<file path="src/rtl/ffms_pkg.sv">
package ffms_pkg;

  // Field widths
  localparam int SAMPLE_W = 32;
  // Running sum of up to 64 samples of 32 bits
  localparam int SUM_W    = 38;
  // Signed difference count*x - sum, and its magnitude
  localparam int DIFF_W   = 40;
  localparam int DEV_W    = 39;

  // One input item
  typedef struct packed {
    logic signed [SAMPLE_W-1:0] sample;
    logic                       end_of_set;
  } sample_in_t;

  // One result item
  typedef struct packed {
    logic signed [SAMPLE_W-1:0] chosen_value;
    logic                       end_of_run;
    logic                       truncated;
  } result_t;

endpackage

</file>
<file path="src/rtl/ffms_ram.sv">
module ffms_ram #(
  parameter int WIDTH = 32,
  parameter int DEPTH = 64,
  localparam int AW = (DEPTH > 1) ? $clog2(DEPTH) : 1
) (
  input  logic             clk,
  input  logic             we,
  input  logic [AW-1:0]    waddr,
  input  logic [WIDTH-1:0] wdata,
  input  logic [AW-1:0]    raddr,
  output logic [WIDTH-1:0] rdata
);

  logic [WIDTH-1:0] mem [DEPTH];

  // One write port, one registered read port
  always_ff @(posedge clk) begin
    if (we) begin
      mem[waddr] <= wdata;
    end
    rdata <= mem[raddr];
  end

endmodule

</file>
<file path="src/rtl/farthest_from_mean_select_core.sv">
// Channel   Handshake                Payload       Direction
// item      start && !busy           sample_in_t   in
// result    result_strobe (1 cycle)  result_t      out
//
// Loading: one item per cycle while busy is low; each kept sample is written
// to the sample memory and added to the running sum.
// Selection: after the item with end_of_set, busy stays high for two passes
// over the kept samples through the single read port of the sample memory,
// each followed by the four-stage deviation pipeline drain.
// Results leave one per cycle at most, in arrival order; the receiver cannot
// stall them. Reset (rst, synchronous) empties the set; memory needs no clearing.
module farthest_from_mean_select_core import ffms_pkg::*; #(
  parameter int DEPTH = 64,
  localparam int AW = (DEPTH > 1) ? $clog2(DEPTH) : 1,
  localparam int CW = $clog2(DEPTH + 1)
) (
  input  logic       clk,
  input  logic       rst,
  input  logic       start,
  input  sample_in_t item,
  output logic       busy,
  output result_t    result,
  output logic       result_strobe
);

  localparam int PROD_W = CW + SAMPLE_W + 1;

  localparam logic [1:0] ST_LOAD = 2'd0;
  localparam logic [1:0] ST_MAX  = 2'd1;
  localparam logic [1:0] ST_EMIT = 2'd2;

  logic [1:0]              state;
  logic [CW-1:0]           count;
  logic signed [SUM_W-1:0] sum;
  logic                    overflowed;
  logic [CW-1:0]           issue_idx;
  logic [DEV_W-1:0]        best;
  logic [AW-1:0]           last_idx;

  // Deviation pipeline: read, product, difference, magnitude
  logic                     v1, v2, v3, v4;
  logic [AW-1:0]            idx1, idx2, idx3, idx4;
  logic signed [SAMPLE_W-1:0] x2, x3, x4;
  logic signed [PROD_W-1:0] prod_r;
  logic signed [DIFF_W-1:0] diff_r;
  logic [DEV_W-1:0]         mag_r;
  logic [SAMPLE_W-1:0]      rd_data;
  logic signed [SAMPLE_W-1:0] x1;

  logic in_take, wr_en, scanning, issuing, pass_done, hit;

  assign busy      = (state != ST_LOAD);
  assign in_take   = start && !busy;
  assign wr_en     = in_take && (count < CW'(DEPTH));
  assign scanning  = (state == ST_MAX) || (state == ST_EMIT);
  assign issuing   = scanning && (issue_idx < count);
  assign pass_done = scanning && !issuing && !v1 && !v2 && !v3 && !v4;
  assign hit       = v4 && (mag_r == best);
  assign x1        = $signed(rd_data);

  ffms_ram #(
    .WIDTH(SAMPLE_W),
    .DEPTH(DEPTH)
  ) u_store (
    .clk  (clk),
    .we   (wr_en),
    .waddr(count[AW-1:0]),
    .wdata(item.sample),
    .raddr(issue_idx[AW-1:0]),
    .rdata(rd_data)
  );

  // Pipeline valid bits
  always_ff @(posedge clk) begin
    if (rst) begin
      v1 <= 1'b0;
      v2 <= 1'b0;
      v3 <= 1'b0;
      v4 <= 1'b0;
    end else begin
      v1 <= issuing;
      v2 <= v1;
      v3 <= v2;
      v4 <= v3;
    end
  end

  // Pipeline payload: count*x, then count*x - sum, then |.|
  always_ff @(posedge clk) begin
    idx1   <= issue_idx[AW-1:0];
    idx2   <= idx1;
    idx3   <= idx2;
    idx4   <= idx3;
    x2     <= x1;
    x3     <= x2;
    x4     <= x3;
    prod_r <= $signed({1'b0, count}) * x1;
    diff_r <= DIFF_W'(prod_r) - DIFF_W'(sum);
    mag_r  <= diff_r[DIFF_W-1] ? DEV_W'(-diff_r) : DEV_W'(diff_r);
  end

  // Control: load, max pass, emit pass
  always_ff @(posedge clk) begin
    if (rst) begin
      state      <= ST_LOAD;
      count      <= '0;
      sum        <= '0;
      overflowed <= 1'b0;
      issue_idx  <= '0;
      best       <= '0;
      last_idx   <= '0;
    end else begin
      case (state)
        ST_LOAD: begin
          if (in_take) begin
            if (wr_en) begin
              sum   <= sum + SUM_W'(item.sample);
              count <= count + 1'b1;
            end else begin
              overflowed <= 1'b1;
            end
            if (item.end_of_set) begin
              state     <= ST_MAX;
              issue_idx <= '0;
              best      <= '0;
            end
          end
        end
        ST_MAX: begin
          if (issuing) begin
            issue_idx <= issue_idx + 1'b1;
          end
          // Track maximum and the last sample reaching it
          if (v4) begin
            if (mag_r > best) begin
              best     <= mag_r;
              last_idx <= idx4;
            end else if (mag_r == best) begin
              last_idx <= idx4;
            end
          end
          if (pass_done) begin
            state     <= ST_EMIT;
            issue_idx <= '0;
          end
        end
        ST_EMIT: begin
          if (issuing) begin
            issue_idx <= issue_idx + 1'b1;
          end
          if (pass_done) begin
            state      <= ST_LOAD;
            count      <= '0;
            sum        <= '0;
            overflowed <= 1'b0;
          end
        end
        default: begin
          state <= ST_LOAD;
        end
      endcase
    end
  end

  // Result register
  always_ff @(posedge clk) begin
    if (rst) begin
      result_strobe <= 1'b0;
    end else begin
      result_strobe <= (state == ST_EMIT) && hit;
    end
  end

  always_ff @(posedge clk) begin
    result.chosen_value <= x4;
    result.end_of_run   <= (idx4 == last_idx);
    result.truncated    <= overflowed;
  end

  // Checks
  a_strobe_from_emit: assert property (@(posedge clk) disable iff (rst)
    result_strobe |-> ($past(state) == ST_EMIT))
    else $error("result strobe outside emit pass");

  a_nonempty_select: assert property (@(posedge clk) disable iff (rst)
    (state != ST_LOAD) |-> (count != '0))
    else $error("selection over an empty set");

  a_last_is_last: assert property (@(posedge clk) disable iff (rst)
    (result_strobe && result.end_of_run) |=> !result_strobe)
    else $error("result item after end of run");

  a_cleared_after_emit: assert property (@(posedge clk) disable iff (rst)
    (($past(state) == ST_EMIT) && (state == ST_LOAD)) |->
      ((count == '0) && (sum == '0) && !overflowed))
    else $error("set state not cleared after emit pass");

endmodule

</file>
<file path="config.mk">
export PLATFORM = sky130hd
export DESIGN_NAME = farthest_from_mean_select_core
export DESIGN_NICKNAME = d
export VERILOG_FILES = /design/src/rtl/ffms_pkg.sv /design/src/rtl/ffms_ram.sv /design/src/rtl/farthest_from_mean_select_core.sv
export SDC_FILE = /design/constraint.sdc
export NUM_CORES = 2
export LEC_CHECK = 0
export BUFFER_PORTS_ARGS = -buffer_cell sky130_fd_sc_hd__clkbuf_2
export CAP_MARGIN = 10
export CORE_MARGIN = 2
export CORE_UTILIZATION = 36
export CTS_CLUSTER_DIAMETER = 30
export DETAILED_ROUTE_END_ITERATION = 10
export GPL_TIMING_DRIVEN = 0
export PLACE_DENSITY_LB_ADDON = 0.15
export SLEW_MARGIN = 10
export SYNTH_ARGS = -nofsm -noshare
export SYNTH_HDL_FRONTEND = slang
export SYNTH_SLANG_ARGS = --single-unit
</file>
<file path="constraint.sdc">
create_clock -name clk -period 15.3 [get_ports clk]
set_input_delay 0.765 -clock clk [delete_from_list [all_inputs] [get_ports clk]]
set_output_delay 0.765 -clock clk [all_outputs]
set_load 0.02 [all_outputs]
</file>
==> flow_summary.ini <==
[sta]
fin_crit_sh = 0.4695
max_freq_mhz = 139.2
max_slew.worst_pin.slew_ps = 1309
hold_violations = 0
max-slew-margin-rel = 0.1271
setup_tns_ps = 0
finalSetupViolCount = 0
period_needed_ps = 7184
rsz0062_at_grt = no
slew_violations = 0
finClkSkew_ps = 77.65

[setup_path]
start_kind = flop
rrSetupSlack_ps = 8120
cp-end-kind = flop
cp_max_fo = 10
arrival_ps = 7990
rr_startpoint = count[3]
critPathRequiredTime_ps = 16110
cp_common_cell = fa_1
criticalPathCategory = reg -> reg
slowest_delay_ps = 600
rr_endpoint = prod_r[38]
crit_chain = clkbuf_1 -> clkbuf_1 -> nand2_1 -> fa_1 -> fa_1 -> inv_1 -> fa_1 -> inv_1 -> fa_1 -> inv_1 -> ha_1 -> a21oi_1 -> a32oi_1 -> a31oi_1 -> o21ai_0 -> a211oi_1 -> o221a_2 -> a21oi_1 -> o21a_1 -> o311ai_0
r2r_cells = 20
cp_num_buf_inv = 5
critPathSlowestCell = clkbuf_1
path_delay_family = compound AO/OA/AOI/OAI gates

[floorplan]
die-area_um2 = 285500
ios = 72
core_um2 = 279600
rows = 194
die_height_um = 534.3
die_w_um = 534.3
initial_core_util = 0.3621

[synthesis]
syn_area_per_cell_um2 = 18.75
async_flop_share = 0
synth_cells = 5399
synth.distinct_cells = 79
ys.flop_type = edfxtp_1
synth_nets = 5812
ys_seq_area_frac = 0.6885
synth_seq_cells = 2458
yosys.area.top_type_share = 0.6074
yosysMostFrequentCell = edfxtp_1
synth_edf_count = 2048
synth_warnings = 0
synth_top_cell_by_area = edfxtp_1
synth_commonest_cells = edfxtp_1 (2048), mux4_2 (672), dfxtp_1 (410), inv_1 (324), and2_1 (212)
synth_area_leaders = edfxtp_1 (61%), mux4_2 (15%), dfxtp_1 (8.1%)
syn_area_um2 = 101300

[placement]
numPortBuffers = 71
finalWeightedCongestion = 0.8407
dp.final_hpwl_mm = 208.5

[power_and_ir_drop]
power_frac_seq = 0.359
combPwrFrac = 0.135
switching_power_mw = 5.896
p_sw_frac = 0.2644
powerDensity_nw_per_um2 = 175.4
p_int_mw = 16.40
p_leak_nw = 43.34
vdd_drop_max_v = 0.0001172
clkPwrFrac = 0.506

[drt]
first_iter_violations = 5272
vias_per_cell = 5.242
wire_per_inst_um = 28.73
first_pass_iters = 5
antenna_left = 0
wirelength_mm = 294.9
vias = 53810
drc = 0

[cts]
clk_path_buf_depth = 4
htree_levels = 6
worstSkewPairLatency_ps = 1000
root_buffer = clkbuf_16
clk_pin_slew_ps = 50
cts_setup_buffers = 0
cts_sinks = 2458
cts_hold_buf = 0
cts_tree = done
cts_made_buffers = 518
cts_resized = 0

[cells_and_area]
seqCellArea_um2 = 69710
multi_input_area_um2 = 29980
fin_nets = 6512
area_delta_synth_final_pct = 25.53
post-route-util = 0.4545
num-fill-cells = 23960
drive_gt1_frac = 0.2717

[run]
max_cap_violations = 0

[min_path]
min-delay-start = item[4]
hold_class = in -> reg
hold_depth = 1
hold_end = u_store.mem[8][3]

[global_route]
grt_pass1_vias = 55900
antenna_found_initial = 42
grt_pass1_wl_mm = 415.6
overflow = 0
grt_max_degree = 67
grt_usage = 0.2050

[run_status]
status = finished, final reports clean
==> stage by stage <==
step	power [mW]	setup WS (ps)	hold slack, ps	instances	cell area (um2)
floorplan	10.03	9779	309.6	5399	101300
global placement	11.11	7121	310.4	9194	106300
detailed placement	11.15	7945	312.1	9299	109100
CTS	22.49	7937	174.6	10240	127000
global route	23.17	7639	211.9	10250	127100
finish	22.30	8116	251.8	10270	127100
==> power by group through the flow <==
stage | Clock, mW | Sequential (mW) | Combinational (mW)
after global routing | 11.8 | 8.04 | 3.35
after floorplan | 0 | 7.99 | 2.04
final | 11.3 | 8.01 | 3.01
after CTS | 11.4 | 8.02 | 3.04
after detailed placement | 0 | 8.14 | 3.01
after global placement | 0 | 8.14 | 2.96
==> cell usage in the layout (no fill, tap or decap), types with 21 or more instances in the layout <==
master,Yosys,final
clkbuf_16,0,530
clkinv_1,1,63
clkinv_2,0,77
xnor2_1,110,110
xor2_1,39,39
clkinv_16,0,22
clkbuf_4,0,32
buf_12,0,61
nor2b_1,23,23
inv_1,324,324
fa_1,168,168
nand3_1,42,42
ha_1,209,209
o21ai_0,71,71
nor2_4,0,62
nor2_1,171,109
inv_6,0,21
edfxtp_1,2048,2048
buf_1,43,36
dfxtp_1,410,410
a21o_1,68,68
a22o_1,45,45
clkinv_4,0,25
a21oi_1,142,142
clkbuf_2,0,50
bufinv_16,0,63
nor3_1,28,26
clkinvlp_4,0,48
and2_1,212,212
mux4_2,672,672
clkbuf_1,175,231
buf_16,0,34
nand2_1,106,106
==> worst max-delay path by stage <==
stage | from | to | slack [ps] | depth (start not counted)
after floorplan | count[3] | prod_r[38] | 9780 | 20
after global placement | start | u_store.mem[48][15] | 7120 | 5
after detailed placement | count[5] | prod_r[38] | 7940 | 21
after CTS | count[5] | prod_r[38] | 7940 | 21
after global routing | count[3] | prod_r[38] | 7640 | 20
final | count[3] | prod_r[38] | 8120 | 20
==> cell type report <==
class / instances / share of cell area
Antenna cell: 20 / 0.0003938
Buffer: 218 / 0.006596
Clock buffer: 601 / 0.1069
Clock inverter: 341 / 0.03397
Inverter: 325 / 0.009598
Multi-Input combinational cell: 2398 / 0.2359
Sequential cell: 2458 / 0.5484
Tap cell: 3724 / 0.03666
Timing Repair Buffer: 180 / 0.02155
==> logic make-up (layout without fill, tap and decap cells) <==
logic type      count (synthesis)  in the layout  share of synthesized area
buf+inv                       543           1665                    0.02013
xor+xnor                      149            149                    0.01289
compound gates                495            495                    0.03301
flops                        2458           2458                     0.6885
mux                           681            681                     0.1504
other cells                     0             20                          0
simple gates                  696            696                    0.03610
fa+ha+maj                     377            377                    0.05904
==> worst reg2reg max path: stages, from the launching register on <==
cell	delay [ps]
dfxtp_1	420
clkbuf_1	570
clkbuf_1	610
nand2_1	160
fa_1	540
fa_1	550
inv_1	50
fa_1	470
inv_1	50
fa_1	470
inv_1	40
ha_1	340
a21oi_1	220
a32oi_1	210
a31oi_1	400
o21ai_0	280
a211oi_1	550
o221a_2	360
a21oi_1	140
o21a_1	230
o311ai_0	370
==> state kept, by name, summed over array words and instances (netlist names), 6 cells and up <==
register	cells
u_store.mem	2048
diff_r	40
prod_r	40
best	39
mag_r	39
sum	38
result	34
u_store.rdata	32
x2	32
x3	32
x4	32
count	7
issue_idx	7
idx1	6
idx2	6
idx3	6
idx4	6
last_idx	6
==> routing by layer <==
layer  GRT usage  vias to the layer above  wire length (um)
met5           0                        -                56
met4     0.07587                        8             10510
met3     0.03423                      439             16300
met2      0.3317                     1696            141200
met1      0.2788                    28740            126900
li1            -                    22920                 -
(Power assumes the default switching activity.)
